[config.mk]
export PLATFORM = sky130hd
export DESIGN_NAME = fcc_ram
export DESIGN_NICKNAME = d
export VERILOG_FILES = /design/src/hw/rtl/frontier_cell_classifier_defines.svh /design/src/hw/rtl/fcc_ram.sv
export SDC_FILE = /design/constraint.sdc
export NUM_CORES = 2
export LEC_CHECK = 0
export BUFFER_PORTS_ARGS = -buffer_cell sky130_fd_sc_hd__buf_2
export CELL_PAD_IN_SITES_DETAIL_PLACEMENT = 1
export CELL_PAD_IN_SITES_GLOBAL_PLACEMENT = 2
export CORE_UTILIZATION = 50
export DETAILED_ROUTE_END_ITERATION = 10
export PLACE_DENSITY = 0.87
export REMOVE_ABC_BUFFERS = 1
export SETUP_SLACK_MARGIN = 0.02
export SKIP_CTS_REPAIR_TIMING = 1
export SYNTH_ARGS = -nofsm -noshare
export SYNTH_HDL_FRONTEND = slang
export SYNTH_SLANG_ARGS = --single-unit
[constraint.sdc]
create_clock -name clk_i -period 2.59 [get_ports clk_i]
set_input_delay 0.1295 -clock clk_i [delete_from_list [all_inputs] [get_ports clk_i]]
set_output_delay 0.1295 -clock clk_i [all_outputs]
set_load 0.1 [all_outputs]
[src/hw/rtl/frontier_cell_classifier_defines.svh]
// Assertion helpers shared by the frontier cell classifier sources.
`ifndef FRONTIER_CELL_CLASSIFIER_DEFINES_SVH
`define FRONTIER_CELL_CLASSIFIER_DEFINES_SVH

// A property checked on every rising clock edge outside reset.
`define FCC_ASSERT(label, prop, msg) \
  label: assert property (@(posedge clk_i) disable iff (!rst_ni) prop) else $error(msg);

// An implication whose consequent is checked in the cycle after its antecedent.
`define FCC_ASSERT_NEXT(label, ante, cons, msg) \
  label: assert property (@(posedge clk_i) disable iff (!rst_ni) (ante) |=> (cons)) \
    else $error(msg);

`endif

[src/hw/rtl/fcc_ram.sv]
module fcc_ram #(
  parameter int WIDTH = 8,
  parameter int DEPTH = 256
) (
  input  logic                     clk_i,
  input  logic                     we_i,
  input  logic [$clog2(DEPTH)-1:0] addr_i,
  input  logic [WIDTH-1:0]         wdata_i,
  output logic [WIDTH-1:0]         rdata_o
);

  logic [WIDTH-1:0] mem_q [DEPTH];
  logic [WIDTH-1:0] rdata_q;

  // Single port: a registered read each cycle, with an optional write to the same address.
  always_ff @(posedge clk_i) begin
    if (we_i) begin
      mem_q[addr_i] <= wdata_i;
    end
    rdata_q <= mem_q[addr_i];
  end

  assign rdata_o = rdata_q;

endmodule

==> results.md <==
* Number of design-rule violations left by the first detailed-router iteration at 5735
* Main combinational cell family by area after synthesis: multiplexers
* Crit path launch type: register
* Max Cap Violations at 0
* Largest area contributor in the netlist: sky130_fd_sc_hd__edfxtp_1
* Setup repair after global routing missed its margin: no
* Number of synthesized flops with an enable pin at 2048
* Post-synth design cell area at 78490 um2
* Share of synthesized area occupied by flip-flops and latches at 78.55%
* Clock skew at 0.06494 ns
* Cells after Synth at 3547
* Wire per inst at ~36 um
* Die area at 158600 um2
* Adder and majority gate portion of the synthesized area at 0%
* Initial antenna violation count at 7
* Layout net count at 4111
* Clock period minus final worst setup slack at 2.540 ns
* Worst min path class: input port to register
* CP Class: register to register
* Sum of net half-perimeters after detailed placement at 134800 um
* M2 GR Usage at 46.96%
* Pre-CTS setup slack at -1.039 ns
* Total CTS buffers at approximately 200
* Capturing element type of the critical path: register
* RePlAce Congestion at 0.8200
* Slowest library cell on the worst path: sky130_fd_sc_hd__o41ai_2
* Dominant delay contributor by cell family on the critical path: compound AO/OA/AOI/OAI gates
* Share of the synthesized area in compound gates (AO/OA/AOI/OAI) at around 3.6%
* Area fraction in and, or, nand and nor cells after synthesis at 1.733%
* Most numerous cell types in the synthesized netlist: sky130_fd_sc_hd__edfxtp_1 (2048), sky130_fd_sc_hd__mux4_2 (512), sky130_fd_sc_hd__a22oi_1 (256)
* Clock Latency Late Sink at between 0.8 and 0.9 ns
* Ports at 26
* Peak per-stage delay on the critical path at 0.60 ns
* Final Hold Vio Count at 1
* Horizontal extent of the die at 398.2 um
* Post-route clock period utilization at 98.07%
* Proportion of netlist area held by the largest area contributor at 78.35%
* Antenna violation net count after detailed routing at 0
* Depth of the CTS H-tree at 4
* Required time of the critical path at roughly 3.3 ns
* Yosys cell types at 22
* Violations in the final reports: negative hold slack
* Top Usage Layer GRT: met2
* Most frequent cell on the critical path: sky130_fd_sc_hd__buf_4
* Pre-antenna DRT Iters at 5
* Vias post-DR at 41430
* Highest Clock Rate at around 0.39 GHz
* FF+latch count, synth at 2056
* Worst EP arrival at 3.24 ns
* Number of synthesis warnings at 0
* Avg Vias per Cell at 6.557
* Worst slew margin relative to its limit at 32.20%
* Routed WL at 225600 um
* Syn Area/Cell at 22.13 um2
* IR drop worst, VDD at 0.7519 mV
* Core area at between 150000 and 200000 um2
* Outcome: finished, violations left
* Rows at between 100 and 150
* Mux share of post-synthesis cell area at 14.69%
* Setup-failing EPs final at 0
* GR Util met3 at 6.120%
* Global route total overflow at 0
* Power per unit of standard cell area at 754.5 nW/um2
* Post-layout worst setup margin at 0.04994 ns
* Share of async-settable or async-resettable flops after synthesis at 0%
* Crit Path Max Fanout at 1
* Static leakage at 29.10 nW
* Filler cell count in the final layout at 13090
* Share of the synthesized netlist area taken by xor and xnor gates at 0%
* CTS Root Cell: sky130_fd_sc_hd__clkbuf_16
* Number of buffer and inverter instances along the worst setup path at 2
* Area growth syn-to-layout at 17.00%
* PortBufs at 25
* Residual DRC count at 0
* Most used flip-flop cell after synthesis: sky130_fd_sc_hd__edfxtp_1
* TritonCTS clock tree: done
* Worst hold-check slack at -0.001617 ns
* Met1 Usage GRT at 37.73%
* Pin count of the biggest net entering global routing at 149
* Clock Sink Count at approximately 2100
* Clock tree buffer depth at 3
* Clock-pin transition on the worst setup and hold timing paths at 0.06 ns
* Total track usage at between 20% and 30%
* Cell-by-cell trace of the critical path: mux4_2 -> a22oi_1 -> buf_4 -> a21oi_1 -> o41ai_2 -> buf_4 -> nand4_1
* Vert. Die Dim at 398.2 um
* Number of max-slew violations in the final report at 0
* Top cells by area in the synthesized netlist: sky130_fd_sc_hd__edfxtp_1 (78%), sky130_fd_sc_hd__mux4_2 (15%), sky130_fd_sc_hd__a22oi_1 (2.4%)
* Most frequent cell after synthesis: sky130_fd_sc_hd__edfxtp_1
* Worst-Margin Slew at 1.017 ns
* Initial standard-cell utilization of the core at 50.31%
* Via count of the first global-routing pass at 43640
* Wire length of the first global-routing pass at 322600 um
* Layout cell share with drive strength beyond 1 at 32.56%
sequential cells by signal, summed over array words and instances (netlist names):
signal	count
mem_q	2048
rdata_o	8
cell families (layout without fill, tap and decap cells):
| group | count (synthesis) | count (layout) |
|---|---|---|
| AO/OA/AOI/OAI | 416 | 416 |
| buffers and inverters | 233 | 946 |
| other | 0 | 1 |
| multiplexers | 512 | 512 |
| flip-flops | 2056 | 2056 |
| AND/OR/NAND/NOR | 330 | 330 |
final cells by class:
class	count	area (um2)	area share, %
Antenna cell	1	2.502	0.002725
Clock buffer	237	5172	5.632
Clock inverter	130	1217	1.326
Inverter	1	3.754	0.004087
Multi-Input combinational cell	1258	15930	17.35
Sequential cell	2056	61660	67.14
Tap cell	2058	2575	2.804
Timing Repair Buffer	578	5273	5.741
report_power, final:
part	internal [W]	leakage [nW]	switching, W
Combinational	0.00132	7.53	0.00238
Clock	0.0161	3.10	0.0128
Sequential	0.0367	18.5	0.0000778
Total	0.0540	29.1	0.0152
worst paths after layout:
kind                                    start       endpoint  slack [ns]  depth (start not counted)
worst min register to register  mem_q[119][0]     rdata_o[0]        1.08                          5
worst min-delay path               wdata_i[3]  mem_q[201][3]      -0.002                          1
worst max register to register  mem_q[232][3]     rdata_o[3]        0.05                          7
worst max-delay path            mem_q[232][3]     rdata_o[3]        0.05                          7
placed cells by master (no fill, tap or decap), drive strengths merged, types with 9 or more instances in the layout:
| cell | instances |
|---|---|
| clkbuf | 245 |
| o41ai | 32 |
| buf | 563 |
| mux4 | 512 |
| a21oi | 128 |
| nand2 | 28 |
| nor2 | 232 |
| bufinv | 18 |
| a22oi | 256 |
| nor3 | 30 |
| clkinvlp | 9 |
| edfxtp | 2048 |
| nand3 | 13 |
| clkinv | 97 |
layer usage:
layer	vias up	share of wire (%)
li1	16170	-
met1	21950	36
met2	2746	49
met3	567	10
met4	4	4.6
met5	-	0.012
through the flow:
| step | setup TNS (ns) | std cells | total power (W) | cell area (um2) | util (%) |
|---|---|---|---|---|---|
| floorplan | -5845.09 | 3315 | 0.03881 | 77400 | - |
| global placement | -4.704 | 5944 | 0.04086 | 85210 | 54.61 |
| detailed placement | -12.92 | 5944 | 0.04101 | 85210 | 54.61 |
| CTS | -1.655 | 6311 | 0.06945 | 91600 | 58.71 |
| global route | 0 | 6318 | 0.07058 | 91830 | 58.86 |
| finish | 0 | 6319 | 0.06929 | 91840 | 58.86 |
No activity file was read; power rests on OpenSTA's default activity.
