--- src/hw/rtl/frontier_cell_classifier_defines.svh ---
// Assertion helpers shared by the frontier cell classifier sources.
`ifndef FRONTIER_CELL_CLASSIFIER_DEFINES_SVH
`define FRONTIER_CELL_CLASSIFIER_DEFINES_SVH

// A property checked on every rising clock edge outside reset.
`define FCC_ASSERT(label, prop, msg) \
  label: assert property (@(posedge clk_i) disable iff (!rst_ni) prop) else $error(msg);

// An implication whose consequent is checked in the cycle after its antecedent.
`define FCC_ASSERT_NEXT(label, ante, cons, msg) \
  label: assert property (@(posedge clk_i) disable iff (!rst_ni) (ante) |=> (cons)) \
    else $error(msg);

`endif

--- src/hw/rtl/fcc_pkg.sv ---
package fcc_pkg;

  // Store geometry.
  localparam int MAX_ROWS = 256;
  localparam int MAX_COLS = 256;
  localparam int ROW_W    = $clog2(MAX_ROWS);
  localparam int COL_W    = $clog2(MAX_COLS);
  localparam int ADDR_W   = ROW_W + COL_W;
  localparam int CELLS    = 2 ** ADDR_W;

  // Width of the fixed item coordinate fields.
  localparam int CRD_IN_W = 8;

  // Signed working width for window coordinates and map limits.
  localparam int CRD_BASE = (ROW_W > COL_W) ? ROW_W : COL_W;
  localparam int CRD_W    = ((CRD_BASE > CRD_IN_W) ? CRD_BASE : CRD_IN_W) + 2;

  // The 5x5 window around the classified cell.
  localparam int WIN       = 5;
  localparam int WIN_HALF  = WIN / 2;
  localparam int WIN_N     = WIN * WIN;
  localparam int WIN_CRD_W = $clog2(WIN);
  localparam int WIN_IDX_W = $clog2(WIN_N);
  localparam int CENTRE    = WIN_HALF * WIN + WIN_HALF;

  // Configuration port.
  localparam int REG_IDX_W = 3;
  localparam int PADDR_W   = REG_IDX_W + 2;
  localparam int PDATA_W   = 32;

  typedef enum logic {
    CMD_WRITE    = 1'b0,
    CMD_CLASSIFY = 1'b1
  } cmd_e;

  typedef enum logic [1:0] {
    KIND_NONE     = 2'd0,
    KIND_FRONTIER = 2'd1,
    KIND_OCCUPIED = 2'd2
  } kind_e;

  typedef enum logic [REG_IDX_W-1:0] {
    REG_MAP_ROWS    = 3'd0,
    REG_MAP_COLS    = 3'd1,
    REG_FREE        = 3'd2,
    REG_UNKNOWN     = 3'd3,
    REG_OCCUPIED    = 3'd4,
    REG_INFLATED    = 3'd5,
    REG_MIN_UNKNOWN = 3'd6
  } cfg_reg_e;

  typedef enum logic [1:0] {
    ST_IDLE,
    ST_SWEEP,
    ST_DRAIN,
    ST_EVAL
  } state_e;

  typedef struct packed {
    cmd_e                        cmd;
    logic [CRD_IN_W-1:0]         cell_row;
    logic [CRD_IN_W-1:0]         cell_col;
    logic signed [7:0]           occupancy_in;
    logic signed [7:0]           cost_in;
  } fcc_item_t;

  typedef struct packed {
    kind_e                       cell_kind;
    logic [CRD_IN_W-1:0]         out_row;
    logic [CRD_IN_W-1:0]         out_col;
  } fcc_result_t;

  typedef struct packed {
    logic [8:0]                  map_rows;
    logic [8:0]                  map_cols;
    logic signed [7:0]           free_value;
    logic signed [7:0]           unknown_value;
    logic signed [7:0]           occupied_value;
    logic signed [7:0]           inflated_value;
    logic [3:0]                  min_unknown_neighbors;
  } fcc_cfg_t;

  // One memory word holds both bytes of a cell.
  typedef struct packed {
    logic signed [7:0]           occ;
    logic signed [7:0]           cost;
  } fcc_cell_t;

  localparam int CELL_W = $bits(fcc_cell_t);

endpackage

--- src/hw/rtl/fcc_eval.sv ---
module fcc_eval (
  input  fcc_pkg::fcc_cfg_t             cfg_i,
  input  logic [fcc_pkg::WIN_N-1:0]     unk_i,
  input  logic                          ctr_in_i,
  input  fcc_pkg::fcc_cell_t            ctr_i,
  output fcc_pkg::kind_e                kind_o
);
  import fcc_pkg::*;

  logic hit;

  // An unknown 8-neighbour confirms the frontier when enough of its own
  // 8-neighbours are unknown. Window bits outside the map are already clear.
  always_comb begin
    logic [3:0] cnt;
    hit = 1'b0;
    for (int a = 1; a <= WIN - 2; a++) begin
      for (int b = 1; b <= WIN - 2; b++) begin
        cnt = '0;
        for (int da = -1; da <= 1; da++) begin
          for (int db = -1; db <= 1; db++) begin
            if (da != 0 || db != 0) begin
              cnt = cnt + 4'(unk_i[(a + da) * WIN + (b + db)]);
            end
          end
        end
        if ((a != WIN_HALF || b != WIN_HALF) && unk_i[a * WIN + b] &&
            (cnt >= cfg_i.min_unknown_neighbors)) begin
          hit = 1'b1;
        end
      end
    end
  end

  // Final kind of the centre cell; a free cell never reports occupied.
  always_comb begin
    if (!ctr_in_i) begin
      kind_o = KIND_NONE;
    end else if (ctr_i.occ == cfg_i.free_value) begin
      kind_o = (ctr_i.cost != cfg_i.inflated_value && hit) ? KIND_FRONTIER : KIND_NONE;
    end else begin
      kind_o = (ctr_i.cost == cfg_i.occupied_value) ? KIND_OCCUPIED : KIND_NONE;
    end
  end

endmodule
--- config.mk ---
export PLATFORM = sky130hd
export DESIGN_NAME = fcc_eval
export DESIGN_NICKNAME = d
export VERILOG_FILES = /design/src/hw/rtl/frontier_cell_classifier_defines.svh /design/src/hw/rtl/fcc_pkg.sv /design/src/hw/rtl/fcc_eval.sv
export SDC_FILE = /design/constraint.sdc
export NUM_CORES = 1
export LEC_CHECK = 0
export BUFFER_PORTS_ARGS = -buffer_cell sky130_fd_sc_hd__clkbuf_2
export CAP_MARGIN = 20
export CORE_MARGIN = 2
export CORE_UTILIZATION = 28
export DETAILED_ROUTE_END_ITERATION = 10
export GPL_TIMING_DRIVEN = 1
export PLACE_DENSITY = 0.64
export SYNTH_ARGS = -nofsm -noshare
export SYNTH_HDL_FRONTEND = slang
export SYNTH_SLANG_ARGS = --single-unit
--- constraint.sdc ---
create_clock -name vclk -period 3.9
set_clock_uncertainty 0.15 [all_clocks]
set_input_delay 0.195 -clock vclk [all_inputs]
set_output_delay 0.195 -clock vclk [all_outputs]
set_load 0.05 [all_outputs]
==> out/qor.csv <==
stage;metric;value;unit
layout;Final Non-Filler Cells;455;
layout;Register Area;0;sq um
yosys;sequential cell area fraction in the yosys report;0;
power_and_ir_drop;VDD IR-drop max;0.100;mV
placed_design;HPWL after DPL;5030;um
setup_path;Slowest cell on crit path;fa_1;
layout;clock buffers;0;
run;Max-Cap Viols;0;
timing;Hold Worst Slack;0.650;ns
setup_path;crit-path max FO;2;
drt;wire per inst;12.3;um
timing;setup slack after layout;-0.383;ns
drt;Vias/cell;4.43;
setup_path;CP delay by family, top;adder cells;
yosys;Synth Net Count;440;
setup_path;critical path's most frequent cell;fa_1;
power_and_ir_drop;leakage;1.69;nW
timing;crit share post-route;1.10;
drt;WL final;5580;um
timing;Final Max Slew Viols;0;
setup_path;Crit. Startpoint;unk_i[1];
power_and_ir_drop;Power Density;271;nW/um^2
placed_design;placed cell count;454;
layout;fillcell total;819;
run_status;status;finished with violations;
global_route;Tot GR Track Use;0.122;
timing;Worst-Margin Slew;0.513;ns
setup_path;Worst Setup Path Type;primary input to primary output;
run_status;violated checks;setup timing;
global_route;GR Overflow Total;0;
global_route;vias in the first global route;2053;
yosys;Ys Warns;0;
timing;Final Hold Vio Count;0;
floorplan;CORE AREA;8180;sq um
setup_path;CP required;3.56;ns
placed_design;GP Congestion;0.821;
layout;number of diodes;0;
setup_path;crit-path max cell delay;0.53;ns
drt;vias;2014;
setup_path;Critical Path Sink Type;primary output;
layout;most frequent cells in the layout;clkbuf_2 (67), inv_1 (66), ha_1 (51);
yosys;Yosys cell types;27;
yosys;Post-Syn Instances;256;
timing;Max-Slew Margin vs Limit;0.658;
floorplan;Die ar.;9120;sq um
floorplan;row count;33;
yosys;Mapped Avg Cell Area;9.16;sq um
floorplan;I/O pin count;98;
timing;RSZ-0062 raised after global routing;yes;
layout;most common cell after layout, fill and taps aside;clkbuf_2;
layout;multi-input logic area;2220;sq um
placed_design;port buffer count;72;
timing;Period minus WS final;4.28;ns
drt;remaining routing DRC violations;0;
yosys;Mapped Area;2340;sq um
layout;share of layout cells above drive strength 1;0.351;
floorplan;die height;95.5;um
drt;post-route ant nets;0;
timing;Finish-stage setup viols;1;
floorplan;initial core utilization;0.287;
timing;fmax;233;MHz
setup_path;Crit path buffers/inverters;4;
global_route;initial antenna violation count;0;
setup_path;CP Data Arrival Time;3.94;ns
layout;area growth from synthesis to layout;36.1;%
setup_path;startpoint types;primary input;
global_route;maximum number of pins on one net before global-route repair;9;
hold_path;Worst Hold Class;primary input to primary output;
layout;final net count;536;
drt;total iterations of the first detailed-routing run;4;
drt;DRT iter0 DRCs;17;
setup_path;critical-path cell list;buf_6 -> inv_2 -> fa_1 -> fa_1 -> fa_1 -> inv_2 -> ha_4 -> fa_2 -> xor2_1 -> ha_1 -> a211oi_2 -> a21oi_4 -> nor4_4 -> a31oi_4 -> buf_8;
floorplan;die width;95.5;um
global_route;first-pass GRT wire length;8970;um
setup_path;CP endpoint;kind_o[0];
layout;FFs & Latches;0;
setup_path;Crit path depth;15;
## kinds of logic (layout without fill, tap and decap cells)
group | after synthesis | after routing | synth area share
xor gates and xnor gates | 32 | 32 | 0.120
and+or+nand+nor | 29 | 29 | 0.0784
buffers and inverters | 71 | 165 | 0.114
adders and majority gates | 88 | 88 | 0.572
AOI/OAI and AO/OA | 36 | 36 | 0.116
## worst min-delay path by stage
stage	startpoint	end	depth (start not counted)
2_1_floorplan	ctr_in_i	kind_o[0]	2
3_3_place_gp	ctr_in_i	kind_o[1]	4
3_5_place_dp	ctr_in_i	kind_o[1]	4
4_1_cts	ctr_in_i	kind_o[1]	4
5_1_grt	ctr_in_i	kind_o[1]	4
6_report	ctr_in_i	kind_o[1]	4
## stage by stage
step                      setup TNS [ns]  setup WS (ns)  cell area, sq um  power (mW)   util
after floorplan                  -0.0639        -0.0639              2390       0.575      -
after global placement            -0.458         -0.458              3050       0.736  0.373
after detailed placement          -0.514         -0.514              3050       0.773  0.373
after CTS                         -0.391         -0.391              3100       0.810  0.379
after global routing              -0.514         -0.514              3190       0.990  0.390
final                             -0.383         -0.383              3190       0.864  0.390
## routing by layer
metal,up-vias,GRT usage,share of wire
met4,0,0.00952,0.0066
met2,63,0.249,0.53
met1,931,0.143,0.40
li1,1018,-,-
met3,2,0.00791,0.063
met5,-,0,0
## cell type report
cell class                      count  area share
Tap cell                          105      0.0412
Inverter                           71      0.0835
Multi-Input combinational cell    185       0.695
Timing Repair Buffer               94       0.180
## what timing repair did
| action | 4_1_cts | 5_1_grt |
|---|---|---|
| buffers inserted | 0 | 1 |
| gates cloned | 0 | 0 |
| resized for setup | 11 | 22 |
| setup endpoints to repair | 1 | 1 |
| hold buffers | 0 | 0 |
| pin swaps | 7 | 14 |
## synthesized netlist by cell type
master	count	share of area
a2111oi_0	2	0.0075
a2111oi_4	2	0.023
a211oi_1	2	0.0064
a21o_1	1	0.0032
a21oi_1	10	0.021
a21oi_4	1	0.0069
a31oi_1	1	0.0027
fa_1	32	0.27
ha_1	56	0.30
inv_1	71	0.11
nand2b_1	3	0.0080
nand2b_4	2	0.012
nand3_1	2	0.0043
nand4_1	4	0.011
nor2_1	2	0.0032
nor2b_1	8	0.021
nor3_1	5	0.011
nor3b_1	1	0.0032
nor4_1	2	0.0053
o211ai_1	2	0.0064
o21a_1	3	0.0096
o21ai_0	9	0.019
o21bai_1	1	0.0032
o22a_1	1	0.0037
o22ai_1	1	0.0027
xnor2_1	21	0.078
xor2_1	11	0.041
## report_power, final
group | leakage, nW | switching, mW | total [mW] | internal (mW)
Sequential | 0 | 0 | 0 | 0
Combinational | 1.69 | 0.421 | 0.864 | 0.443
Clock | 0 | 0 | 0 | 0
Total | 1.69 | 0.421 | 0.864 | 0.443
Note: power is estimated with default switching activity, not from simulation.
