--- config.mk ---
export PLATFORM = sky130hd
export DESIGN_NAME = fcc_cfg
export DESIGN_NICKNAME = d
export VERILOG_FILES = /design/src/hw/rtl/frontier_cell_classifier_defines.svh /design/src/hw/rtl/fcc_pkg.sv /design/src/hw/rtl/fcc_cfg.sv
export SDC_FILE = /design/constraint.sdc
export NUM_CORES = 1
export LEC_CHECK = 0
export ABC_AREA = 1
export ABC_CLOCK_PERIOD_IN_PS = 2500
export BUFFER_PORTS_ARGS = -buffer_cell sky130_fd_sc_hd__buf_2
export CAP_MARGIN = 20
export CORE_MARGIN = 10
export CORE_UTILIZATION = 51
export CTS_CLUSTER_DIAMETER = 150
export CTS_CLUSTER_SIZE = 16
export DETAILED_ROUTE_END_ITERATION = 6
export PLACE_DENSITY_LB_ADDON = 0.12
export SETUP_SLACK_MARGIN = 0.2
export SYNTH_ARGS = -nofsm -noshare
export SYNTH_HDL_FRONTEND = slang
export SYNTH_SLANG_ARGS = --single-unit
--- constraint.sdc ---
create_clock -name clk_i -period 2.5 [get_ports clk_i]
set_clock_uncertainty 0.2 [all_clocks]
set_input_delay 0.25 -clock clk_i [delete_from_list [all_inputs] [get_ports clk_i]]
set_output_delay 0.25 -clock clk_i [all_outputs]
set_load 0.02 [all_outputs]
--- src/hw/rtl/frontier_cell_classifier_defines.svh ---
// Assertion helpers shared by the frontier cell classifier sources.
`ifndef FRONTIER_CELL_CLASSIFIER_DEFINES_SVH
`define FRONTIER_CELL_CLASSIFIER_DEFINES_SVH

// A property checked on every rising clock edge outside reset.
`define FCC_ASSERT(label, prop, msg) \
  label: assert property (@(posedge clk_i) disable iff (!rst_ni) prop) else $error(msg);

// An implication whose consequent is checked in the cycle after its antecedent.
`define FCC_ASSERT_NEXT(label, ante, cons, msg) \
  label: assert property (@(posedge clk_i) disable iff (!rst_ni) (ante) |=> (cons)) \
    else $error(msg);

`endif

--- src/hw/rtl/fcc_pkg.sv ---
package fcc_pkg;

  // Store geometry.
  localparam int MAX_ROWS = 256;
  localparam int MAX_COLS = 256;
  localparam int ROW_W    = $clog2(MAX_ROWS);
  localparam int COL_W    = $clog2(MAX_COLS);
  localparam int ADDR_W   = ROW_W + COL_W;
  localparam int CELLS    = 2 ** ADDR_W;

  // Width of the fixed item coordinate fields.
  localparam int CRD_IN_W = 8;

  // Signed working width for window coordinates and map limits.
  localparam int CRD_BASE = (ROW_W > COL_W) ? ROW_W : COL_W;
  localparam int CRD_W    = ((CRD_BASE > CRD_IN_W) ? CRD_BASE : CRD_IN_W) + 2;

  // The 5x5 window around the classified cell.
  localparam int WIN       = 5;
  localparam int WIN_HALF  = WIN / 2;
  localparam int WIN_N     = WIN * WIN;
  localparam int WIN_CRD_W = $clog2(WIN);
  localparam int WIN_IDX_W = $clog2(WIN_N);
  localparam int CENTRE    = WIN_HALF * WIN + WIN_HALF;

  // Configuration port.
  localparam int REG_IDX_W = 3;
  localparam int PADDR_W   = REG_IDX_W + 2;
  localparam int PDATA_W   = 32;

  typedef enum logic {
    CMD_WRITE    = 1'b0,
    CMD_CLASSIFY = 1'b1
  } cmd_e;

  typedef enum logic [1:0] {
    KIND_NONE     = 2'd0,
    KIND_FRONTIER = 2'd1,
    KIND_OCCUPIED = 2'd2
  } kind_e;

  typedef enum logic [REG_IDX_W-1:0] {
    REG_MAP_ROWS    = 3'd0,
    REG_MAP_COLS    = 3'd1,
    REG_FREE        = 3'd2,
    REG_UNKNOWN     = 3'd3,
    REG_OCCUPIED    = 3'd4,
    REG_INFLATED    = 3'd5,
    REG_MIN_UNKNOWN = 3'd6
  } cfg_reg_e;

  typedef enum logic [1:0] {
    ST_IDLE,
    ST_SWEEP,
    ST_DRAIN,
    ST_EVAL
  } state_e;

  typedef struct packed {
    cmd_e                        cmd;
    logic [CRD_IN_W-1:0]         cell_row;
    logic [CRD_IN_W-1:0]         cell_col;
    logic signed [7:0]           occupancy_in;
    logic signed [7:0]           cost_in;
  } fcc_item_t;

  typedef struct packed {
    kind_e                       cell_kind;
    logic [CRD_IN_W-1:0]         out_row;
    logic [CRD_IN_W-1:0]         out_col;
  } fcc_result_t;

  typedef struct packed {
    logic [8:0]                  map_rows;
    logic [8:0]                  map_cols;
    logic signed [7:0]           free_value;
    logic signed [7:0]           unknown_value;
    logic signed [7:0]           occupied_value;
    logic signed [7:0]           inflated_value;
    logic [3:0]                  min_unknown_neighbors;
  } fcc_cfg_t;

  // One memory word holds both bytes of a cell.
  typedef struct packed {
    logic signed [7:0]           occ;
    logic signed [7:0]           cost;
  } fcc_cell_t;

  localparam int CELL_W = $bits(fcc_cell_t);

endpackage

--- src/hw/rtl/fcc_cfg.sv ---
module fcc_cfg (
  input  logic                        clk_i,
  input  logic                        rst_ni,
  input  logic                        psel,
  input  logic                        penable,
  input  logic                        pwrite,
  input  logic [fcc_pkg::PADDR_W-1:0] paddr,
  input  logic [fcc_pkg::PDATA_W-1:0] pwdata,
  output logic [fcc_pkg::PDATA_W-1:0] prdata,
  output logic                        pready,
  output fcc_pkg::fcc_cfg_t           cfg_o
);
  import fcc_pkg::*;

  fcc_cfg_t               cfg_d, cfg_q;
  logic                   wr_en;
  logic [REG_IDX_W-1:0]   reg_idx;

  assign pready  = 1'b1;
  assign wr_en   = psel && penable && pwrite && pready;
  assign reg_idx = paddr[PADDR_W-1:2];

  // Register write decode; addresses beyond the list are ignored.
  always_comb begin
    cfg_d = cfg_q;
    if (wr_en) begin
      case (reg_idx)
        REG_MAP_ROWS:    cfg_d.map_rows              = pwdata[8:0];
        REG_MAP_COLS:    cfg_d.map_cols              = pwdata[8:0];
        REG_FREE:        cfg_d.free_value            = pwdata[7:0];
        REG_UNKNOWN:     cfg_d.unknown_value         = pwdata[7:0];
        REG_OCCUPIED:    cfg_d.occupied_value        = pwdata[7:0];
        REG_INFLATED:    cfg_d.inflated_value        = pwdata[7:0];
        REG_MIN_UNKNOWN: cfg_d.min_unknown_neighbors = pwdata[3:0];
        default:         cfg_d = cfg_q;
      endcase
    end
  end

  always_ff @(posedge clk_i or negedge rst_ni) begin
    if (!rst_ni) begin
      cfg_q.map_rows              <= 9'd256;
      cfg_q.map_cols              <= 9'd256;
      cfg_q.free_value            <= 8'sd0;
      cfg_q.unknown_value         <= -8'sd1;
      cfg_q.occupied_value        <= 8'sd100;
      cfg_q.inflated_value        <= 8'sd99;
      cfg_q.min_unknown_neighbors <= 4'd2;
    end else begin
      cfg_q <= cfg_d;
    end
  end

  // Read data, zero extended to the bus width.
  always_comb begin
    case (reg_idx)
      REG_MAP_ROWS:    prdata = PDATA_W'(cfg_q.map_rows);
      REG_MAP_COLS:    prdata = PDATA_W'(cfg_q.map_cols);
      REG_FREE:        prdata = PDATA_W'(unsigned'(cfg_q.free_value));
      REG_UNKNOWN:     prdata = PDATA_W'(unsigned'(cfg_q.unknown_value));
      REG_OCCUPIED:    prdata = PDATA_W'(unsigned'(cfg_q.occupied_value));
      REG_INFLATED:    prdata = PDATA_W'(unsigned'(cfg_q.inflated_value));
      REG_MIN_UNKNOWN: prdata = PDATA_W'(cfg_q.min_unknown_neighbors);
      default:         prdata = '0;
    endcase
  end

  assign cfg_o = cfg_q;

endmodule

==> impl_metrics.tcl, run 1 <==
set metrics [dict create \
    fin_tns_setup_ns 0 \
    cts_tree "yes" \
    synthTopCellsByCount "125 x nand2_1, 53 x o21ai_0, 36 x dfrtp_1" \
    p_comb_frac 0.325 \
    synthCells 376 \
    cts_resized 0 \
    layout_min_cycle_time_ns 1.99 \
    cp_cell_sequence "buf_2 -> inv_1 -> nand3_2 -> nor2_1 -> nor2_1 -> nand2_1 -> buf_2" \
    antenna_found_initial 0 \
    die_w_um 95.3 \
    synth_top_area_share 0.311 \
    cts_setup_buffers 0 \
    p_int_w 0.00156 \
    num_vias 2825 \
    numCtsBuffers 5 \
    power_switching_w 0.000997 \
    holdCritPathClass "in -> reg" \
    overflow 0 \
    clk_path_buf_depth 2 \
    finalPower_w 0.00256 \
    synthesis.area_um2 2890 \
    path_delay_family "buffers and inverters" \
    clk_latency_ns 0.31 \
    hold_slack_ns 0.0213 \
    drt-total-wl_um 8740 \
    power.share.clock 0.200 \
    grt_usage 0.194 \
    yosysWarnings 0 \
    dp_hpwl_um 6470 \
    initial_utilization 0.526 \
    power.density_nw_per_um2 742 \
    place_congestion 0.900 \
    slowest_stage "inv_1" \
    htree_levels 2 \
    largest_reg_flops 54 \
    vdd_drop_max_v 0.000349 \
    fin_nets 503 \
    cp_data_required_time_ns 2.05 \
    p_leak_nw 1.89 \
    relSlewSlack 0.522 \
    post-route-period-util 0.796 \
    synth_area_leaders "dfrtp_1 31%, dfstp_2 16%, nand2_1 16%" \
    rows 27 \
    setup_viol 0 \
    area_delta_synth_final_pct 19.1 \
    worst-slew-pin-transition_ns 0.717 \
    arrival_ns 1.54 \
    maxSlewViolCount 0 \
    postSynth.asyncResetShare 1.00 \
    ios 129 \
    r2r-start "cfg_o[44]" \
    yosysSeqAreaShare 0.475 \
    grt_pass1_vias 2749 \
    grt_setup_unrepaired "false" \
    avgSynthCellArea_um2 7.70 \
    clk_pin_slew_ns 0.09 \
    root_buffer "clkbuf_8" \
    grt_start_max_net_pins 33 \
    min-delay-start "pwdata[2]" \
    status "completed" \
    wl_per_cell_um 16.4 \
    portBuffers 79 \
    core-area_um2 5510 \
    cp-start-kind "input pin" \
    fmax_ghz 0.502 \
    swShare 0.390 \
    cap_viol_max_count 0 \
    fin_util 0.626 \
    dieArea_um2 9090 \
    synth-edff-count 0 \
    ys_types 19 \
    hold_viol 0 \
    n_antenna_cell 0 \
    p_seq_frac 0.475 \
    cp_num_buf_inv 3 \
    startpoint "paddr[3]" \
    setup.worst_path.end_class "output port" \
    crit_type "in -> out" \
    grt_pass1_wl_um 14000 \
    yosysTopAreaCell "dfrtp_1" \
    drc 0 \
    synth_most_common_cell "nand2_1" \
    first_pass_iters 5 \
    final_antenna_net_count 0 \
    crit_fanout 14 \
    drive_above_1_share 0.277 \
    avgViaCountPerCell 5.29 \
    drt-initial-drc-count 225 \
    synth-seq-cells 54 \
    die_h_um 95.3 \
    max_stage_delay_ns 0.40 \
    synthFlopType "dfrtp_1" \
    cts_sinks 54 \
]
==> worst min-delay path, stage by stage <==
cell     delay, ns
buf_2         0.16
nand2_1       0.08
nand2_1       0.04
==> what timing repair did <==
item / in CTS / in global routing
hold endpoints to repair: 26 / 0
setup endpoints to repair: 0 / 0
hold buffers: 5 / 0
==> through the flow <==
| stage | area [µm²] | setup WS, ns | std cells |
|---|---|---|---|
| floorplan | 2980 | 0.862 | 398 |
| global placement | 3300 | 0.541 | 521 |
| detailed placement | 3300 | 0.537 | 521 |
| CTS | 3450 | 0.534 | 534 |
| global route | 3450 | 0.397 | 534 |
| finish | 3450 | 0.510 | 534 |
==> layout by cell type (no fill, tap or decap) <==
cell,netlist,final
nand2_1,125,125
buf_2,9,79
o21ai_0,53,53
dfrtp_1,36,36
nor2_1,28,28
nand4_1,25,25
conb_1,2,24
nand3_1,19,19
dfstp_2,18,18
inv_1,15,15
buf_4,25,14
clkbuf_8,0,6
dlygate4sd3_1,0,5
nor2_2,3,3
nand3_2,2,2
inv_2,2,2
nor2_4,2,2
o21ai_1,2,2
nand3_4,1,1
o22ai_1,1,1
clkinv_2,0,1
clkbuf_1,8,1
==> final cells by class <==
class                   instances  area (µm²)
clock buffers                   7        86.3
fillers                       519        2060
clock inverters                 1        5.00
flip-flops and latches         54        1370
inverters                      17        63.8
multi-input cells             285        1280
well taps                      72        90.1
repair buffers                 98         551
==> metal layers <==
layer	routed length (µm)	track usage	up-vias
met1	3410	0.252	1314
met5	0	0	-
met4	182	0.0661	0
met3	1070	0.0581	15
li1	-	-	1349
met2	4080	0.301	147
==> logic make-up after synthesis <==
kind of cell,count (synthesis),synth area share
AOI/OAI and AO/OA,56,0.0973
and+or+nand+nor,205,0.313
buffers and inverters,59,0.113
other,2,0.00260
DFF,54,0.475
==> final timing paths <==
kind                             endpoint  slack (ns)  cells past startpoint
worst min-delay path            cfg_o[22]        0.02                      3
worst min register to register  cfg_o[17]        0.29                      2
worst max register to register  cfg_o[44]        1.48                      2
max in group asynchronous        cfg_o[5]        1.03                      3
worst max-delay path            prdata[2]        0.51                      7
min in group asynchronous       cfg_o[47]        0.32                      2
==> power groups by stage <==
stage	clock [W]	sequential (W)	combinational, W
floorplan	0	0.00143	0.000317
global placement	0	0.00122	0.000825
detailed placement	0	0.00122	0.000835
CTS	0.000520	0.00121	0.000842
global route	0.000556	0.00124	0.000920
finish	0.000511	0.00121	0.000831
Note: power is estimated with default switching activity, not from simulation.
==> inputs of run 2 (changes only) <==
--- a/config.mk
+++ b/config.mk
@@ -6,11 +6,11 @@
 export NUM_CORES = 1
 export LEC_CHECK = 0
 export ABC_AREA = 1
-export ABC_CLOCK_PERIOD_IN_PS = 2500
+export ABC_CLOCK_PERIOD_IN_PS = 1800
 export BUFFER_PORTS_ARGS = -buffer_cell sky130_fd_sc_hd__buf_2
 export CAP_MARGIN = 20
 export CORE_MARGIN = 10
-export CORE_UTILIZATION = 51
+export CORE_UTILIZATION = 43
 export CTS_CLUSTER_DIAMETER = 150
 export CTS_CLUSTER_SIZE = 16
 export DETAILED_ROUTE_END_ITERATION = 6
==> constraint.sdc (replaced) <==
create_clock -name clk_i -period 1.8 [get_ports clk_i]
set_clock_uncertainty 0.2 [all_clocks]
set_input_delay 0.18 -clock clk_i [delete_from_list [all_inputs] [get_ports clk_i]]
set_output_delay 0.18 -clock clk_i [all_outputs]
set_load 0.02 [all_outputs]
==> run 2 against run 1 <==
First-iteration DRC count is 32% lower. Worst hold slack improved by 0.15 ns. Power increased by 44%. Combinational power increased by 58%. Non-clock buffer count increased by 21. Register-to-register slack worse by 0.83 ns.
==> impl_metrics.tcl, run 2 (same netlist as run 1, synthesis figures left out) <==
set metrics [dict create \
    final_common_cell "nand2_1" \
    path_common_cell "nand2_1" \
    worst-slew-pin-transition_ns 0.502 \
    clk_path_buf_depth 2 \
    arrival_ns 1.31 \
    die_h_um 102 \
    htree_levels 2 \
    path_delay_family "flip-flops" \
    cts_tree "yes" \
    clk_pin_slew_ns 0.10 \
    maxSlewViolCount 0 \
    layout.cells.non_filler 560 \
    status "completed" \
    overflow 0 \
    numCtsBuffers 5 \
    relSlewSlack 0.665 \
    initial_utilization 0.448 \
    drt-initial-drc-count 154 \
    ios 129 \
    first_pass_iters 5 \
    place_congestion 0.800 \
    fmax_ghz 0.592 \
    cp_data_required_time_ns 1.42 \
    setup.worst_path.end_class "output port" \
    worstReg2RegEnd "cfg_o[21]" \
    grt_setup_unrepaired "true" \
    hold_viol 0 \
    drive_above_1_share 0.315 \
    cts_sinks 54 \
    cap_viol_max_count 0 \
    layout_min_cycle_time_ns 1.69 \
    area_delta_synth_final_pct 28.4 \
    post-route-period-util 0.939 \
    final_antenna_net_count 0 \
    grt_start_max_net_pins 49 \
    p_seq_frac 0.457 \
    drc 0 \
    crit_type "reg -> out" \
    clk_latency_ns 0.31 \
    die_w_um 102 \
    cp_cell_sequence "nand4_1 -> nand2_1 -> nor2_1 -> nand2_1 -> buf_6" \
    dp_hpwl_um 6840 \
    grt_pass1_vias 2845 \
    rows 29 \
    grt_pass1_wl_um 14600 \
    slowest_stage "dfstp_2" \
    portBuffers 79 \
    max_stage_delay_ns 0.56 \
    crit_fanout 2 \
    avgViaCountPerCell 5.15 \
    dp.cells 528 \
    cp_num_buf_inv 1 \
    p_comb_frac 0.354 \
    dieArea_um2 10400 \
    r2r-start "cfg_o[21]" \
    largest_reg_flops 54 \
    setup_viol 0 \
    startpoint "cfg_o[21]" \
    p_leak_nw 2.00 \
    power.share.clock 0.188 \
    swShare 0.394 \
    reg2reg_depth 4 \
    n_antenna_cell 0 \
    num_vias 2882 \
    power_switching_w 0.00145 \
    reg2reg_slack_ns 0.65 \
    worstSetupEndpoint "prdata[1]" \
    fin_nets 524 \
    root_buffer "clkbuf_8" \
    drt-total-wl_um 9310 \
    mostFrequentLayoutCells "123 x nand2_1, 69 x buf_2, 53 x o21ai_0" \
    wl_per_cell_um 16.6 \
    power.density_nw_per_um2 992 \
    grt_usage 0.177 \
    fin_util 0.575 \
    cp-start-kind "register" \
    holdCritPathClass "in -> async" \
    antenna_found_initial 0 \
    path_depth 5 \
    core-area_um2 6460 \
    p_int_w 0.00223 \
    vdd_drop_max_v 0.000471 \
]
run 2: cell types whose count changed in the layout (fill, tap and decap cells not counted), moves of 2 or more:
| cell | previous run | this run |
|---|---|---|
| buf_12 | 0 | 2 |
| buf_4 | 14 | 30 |
| nor2_2 | 3 | 5 |
| dlygate4sd3_1 | 5 | 10 |
| inv_1 | 15 | 12 |
| buf_2 | 79 | 69 |
| clkinvlp_4 | 0 | 2 |
| nor2_1 | 28 | 26 |
| nand2_1 | 125 | 123 |
| nand2_2 | 0 | 2 |
| inv_2 | 2 | 4 |
| buf_6 | 0 | 8 |
run 2: final cells by class:
cell class	count	area, µm²
Fill cell	632	2740
Inverter	17	67.6
Clock inverter	3	21.3
Multi-Input combinational cell	285	1290
Timing Repair Buffer	119	801
Sequential cell	54	1370
Clock buffer	5	68.8
Tap cell	77	96.3
run 2: power groups by stage:
stage                     Combinational (W)  Sequential, W  Clock [W]
final                               0.00131        0.00169   0.000694
after global routing                0.00143        0.00172   0.000765
after CTS                           0.00130        0.00168   0.000710
after detailed placement            0.00117        0.00172          0
after global placement              0.00116        0.00171          0
after floorplan                    0.000440        0.00198          0
run 2: how the worst min path moves through the flow:
stage	start	end	slack [ns]	depth (start not counted)
2_1_floorplan	rst_ni	cfg_o[0]	-0.32	0
3_3_place_gp	rst_ni	cfg_o[3]	-0.03	1
3_5_place_dp	rst_ni	cfg_o[37]	-0.03	1
4_1_cts	paddr[3]	cfg_o[0]	0.16	4
5_1_grt	paddr[3]	cfg_o[3]	0.19	4
6_report	rst_ni	cfg_o[3]	0.17	2
run 2: repair_timing:
| action | in CTS | in global routing |
|---|---|---|
| hold endpoints to repair | 66 | 0 |
| pin swaps | 22 | 6 |
| setup endpoints to repair | 9 | 9 |
| buffers inserted | 12 | 2 |
| gates resized for setup | 21 | 4 |
| hold buffers | 10 | 0 |
run 2: routing by layer:
metal | up-vias | track usage | wire [µm]
met5 | - | 0 | 0
met4 | 0 | 0.0456 | 138
met3 | 12 | 0.0499 | 706
met2 | 115 | 0.300 | 4470
met1 | 1356 | 0.218 | 3990
li1 | 1399 | - | -
run 2: per-stage QoR:
step | worst slack (ns) | TNS, ns | total power (W) | hold slack [ns] | cell area (µm²)
6_report | 0.110 | 0 | 0.00369 | 0.167 | 3710
3_3_place_gp | -0.0471 | -0.176 | 0.00287 | -0.0342 | 3350
4_1_cts | 0.102 | 0 | 0.00370 | 0.160 | 3690
3_5_place_dp | -0.0786 | -0.479 | 0.00289 | -0.0288 | 3350
2_1_floorplan | 0.302 | 0 | 0.00242 | -0.316 | 2980
5_1_grt | 0.0249 | 0 | 0.00391 | 0.194 | 3710
==> inputs of run 3 (changes only) <==
--- a/config.mk
+++ b/config.mk
@@ -7,13 +7,13 @@
 export LEC_CHECK = 0
 export ABC_AREA = 1
 export ABC_CLOCK_PERIOD_IN_PS = 1800
-export BUFFER_PORTS_ARGS = -buffer_cell sky130_fd_sc_hd__buf_2
 export CAP_MARGIN = 20
 export CORE_MARGIN = 10
-export CORE_UTILIZATION = 43
+export CORE_UTILIZATION = 57
 export CTS_CLUSTER_DIAMETER = 150
 export CTS_CLUSTER_SIZE = 16
 export DETAILED_ROUTE_END_ITERATION = 6
+export DONT_BUFFER_PORTS = 1
 export PLACE_DENSITY_LB_ADDON = 0.12
 export SETUP_SLACK_MARGIN = 0.2
 export SYNTH_ARGS = -nofsm -noshare
==> constraint.sdc (replaced) <==
create_clock -name clk_i -period 1.8 [get_ports clk_i]
set_clock_uncertainty 0.2 [all_clocks]
set_input_delay 0.36 -clock clk_i [delete_from_list [all_inputs] [get_ports clk_i]]
set_output_delay 0.36 -clock clk_i [all_outputs]
set_load 0.02 [all_outputs]
==> run 3 against run 2 <==
Combinational power down 53%. Largest power group unchanged. Worst hold slack worse by 0.66 ns. Critical path type unchanged. Via count is 11% lower. The run now ends with hold timing, setup timing left. Non-clock buffer count down 90. Cell count fell by 18%. Highest routed layer unchanged. Utilization up 9.3 points. Critical endpoint is now prdata[5].
==> impl_metrics.tcl, run 3 (same netlist as run 1, synthesis figures left out) <==
set metrics [dict create \
    hold_buffers 9 \
    htree_levels 2 \
    initial_utilization 0.601 \
    reg2reg_slack_ns 0.68 \
    hold_viol 54 \
    holdCritPathClass "in -> async" \
    max_stage_delay_ns 0.62 \
    drt-initial-drc-count 245 \
    numCtsBuffers 5 \
    fmax_ghz 0.524 \
    maxSlewViolCount 0 \
    post-route-period-util 1.06 \
    power.density_nw_per_um2 1050 \
    n_antenna_cell 0 \
    cp_num_buf_inv 0 \
    place_congestion 0.885 \
    rows 25 \
    fin_nets 434 \
    drc 0 \
    path_delay_family "flip-flops" \
    vdd_drop_max_v 0.000574 \
    dp_slack_ns 0.0926 \
    core-area_um2 4820 \
    mostFrequentLayoutCells "116 x nand2_1, 53 x o21ai_0, 30 x dfrtp_1" \
    grt_start_max_net_pins 55 \
    grt_setup_unrepaired "true" \
    grt_pass1_wl_um 13500 \
    dieArea_um2 8330 \
    violations "hold timing, setup timing" \
    dp_hpwl_um 6200 \
    drt-total-wl_um 8510 \
    cp_cell_sequence "nand4_1 -> nand2_1 -> nor2_2 -> nand2_2" \
    slowest_stage "dfstp_2" \
    fin_ws_ns -0.107 \
    status "finished with violations" \
    area_delta_synth_final_pct 11.2 \
    reg2reg_depth 2 \
    die_w_um 91.3 \
    cts_tree "yes" \
    arrival_ns 1.35 \
    clk_latency_ns 0.32 \
    place_area_um2 3000 \
    cts_setup_buffers 0 \
    ios 129 \
    avgViaCountPerCell 5.55 \
    cp-start-kind "register" \
    final_common_cell "nand2_1" \
    root_buffer "clkbuf_8" \
    worstReg2RegEnd "cfg_o[25]" \
    r2r-start "cfg_o[25]" \
    cp_data_required_time_ns 1.24 \
    cts_sinks 54 \
    crit_fanout 3 \
    layout_min_cycle_time_ns 1.91 \
    first_pass_iters 4 \
    cap_viol_max_count 0 \
    p_leak_nw 1.57 \
    grt_pass1_vias 2424 \
    setup_viol 8 \
    largest_reg_flops 54 \
    final_area_um2 3220 \
    clk_pin_slew_ns 0.10 \
    antenna_found_initial 0 \
    hold_slack_ns -0.490 \
    crit_type "reg -> out" \
    grt_usage 0.200 \
    portBuffers 0 \
    final_antenna_net_count 0 \
    num_vias 2552 \
    clk_path_buf_depth 2 \
    overflow 0 \
    wl_per_cell_um 18.5 \
    drive_above_1_share 0.214 \
    die_h_um 91.3 \
    setup.worst_path.end_class "output port" \
]
## run 3: cell count changes in the layout (fill, tap and decap cells not counted), moves of 3 or more
cell     previous run  this run
dfrtp_1            36        30
nor2_1             26        23
nor2_2              5         8
inv_2               4         7
nand2_1           123       116
nand2_2             2         9
buf_4              30        18
dfrtp_2             0         6
buf_6               8         1
buf_2              69         0
## run 3: per-layer routing
layer	track usage	wire, µm	vias up
met5	0	0	-
li1	-	-	1220
met2	0.313	4080	110
met1	0.244	3270	1216
met4	0.0496	68	0
met3	0.0955	1090	6
## run 3: metrics by stage
stage	total power (W)	setup TNS [ns]	instances	hold slack [ns]	util
detailed placement	0.00263	0	443	-0.134	0.623
floorplan	0.00246	0	398	-0.136	-
global placement	0.00260	0	443	-0.134	0.623
CTS	0.00341	-0.666	460	-0.492	0.664
finish	0.00340	-0.610	460	-0.490	0.668
global route	0.00358	-1.11	460	-0.504	0.668
## run 3: worst reg2reg max path, stage by stage, from the launching register on
cell and delay [ns]:
dfstp_2 0.60, inv_1 0.07, o21ai_0 0.18
## run 3: final cells by class
type | instances | area [µm²]
fill | 433 | 1600
sequential | 54 | 1380
multi-input combinational | 285 | 1340
timing repair buffer | 29 | 256
tap | 67 | 83.8
clock buffer | 6 | 82.6
inverter | 17 | 63.8
clock inverter | 2 | 16.3
## run 3: timing repair
item                                   4_1_cts  5_1_grt
pin swaps                                   25        6
setup endpoints to repair                    9       10
resized for setup                            9        9
endpoints found under the hold margin      108       54
## run 3: worst max-delay path by stage
stage	startpoint	endpoint	slack, ns	cells past startpoint
floorplan	paddr[3]	prdata[0]	0.18	7
global placement	paddr[2]	prdata[7]	0.09	5
detailed placement	paddr[2]	prdata[7]	0.09	5
CTS	cfg_o[23]	prdata[3]	-0.11	4
global route	cfg_o[20]	prdata[0]	-0.18	4
finish	cfg_o[9]	prdata[5]	-0.11	4
## run 3: report_power, final
group | leakage, nW | switching (W) | internal [W] | total [W]
logic | 0.890 | 0.000419 | 0.000202 | 0.000621
registers | 0.634 | 0.000509 | 0.00152 | 0.00203
clock network | 0.0478 | 0.000426 | 0.000317 | 0.000744
total | 1.57 | 0.00135 | 0.00204 | 0.00340
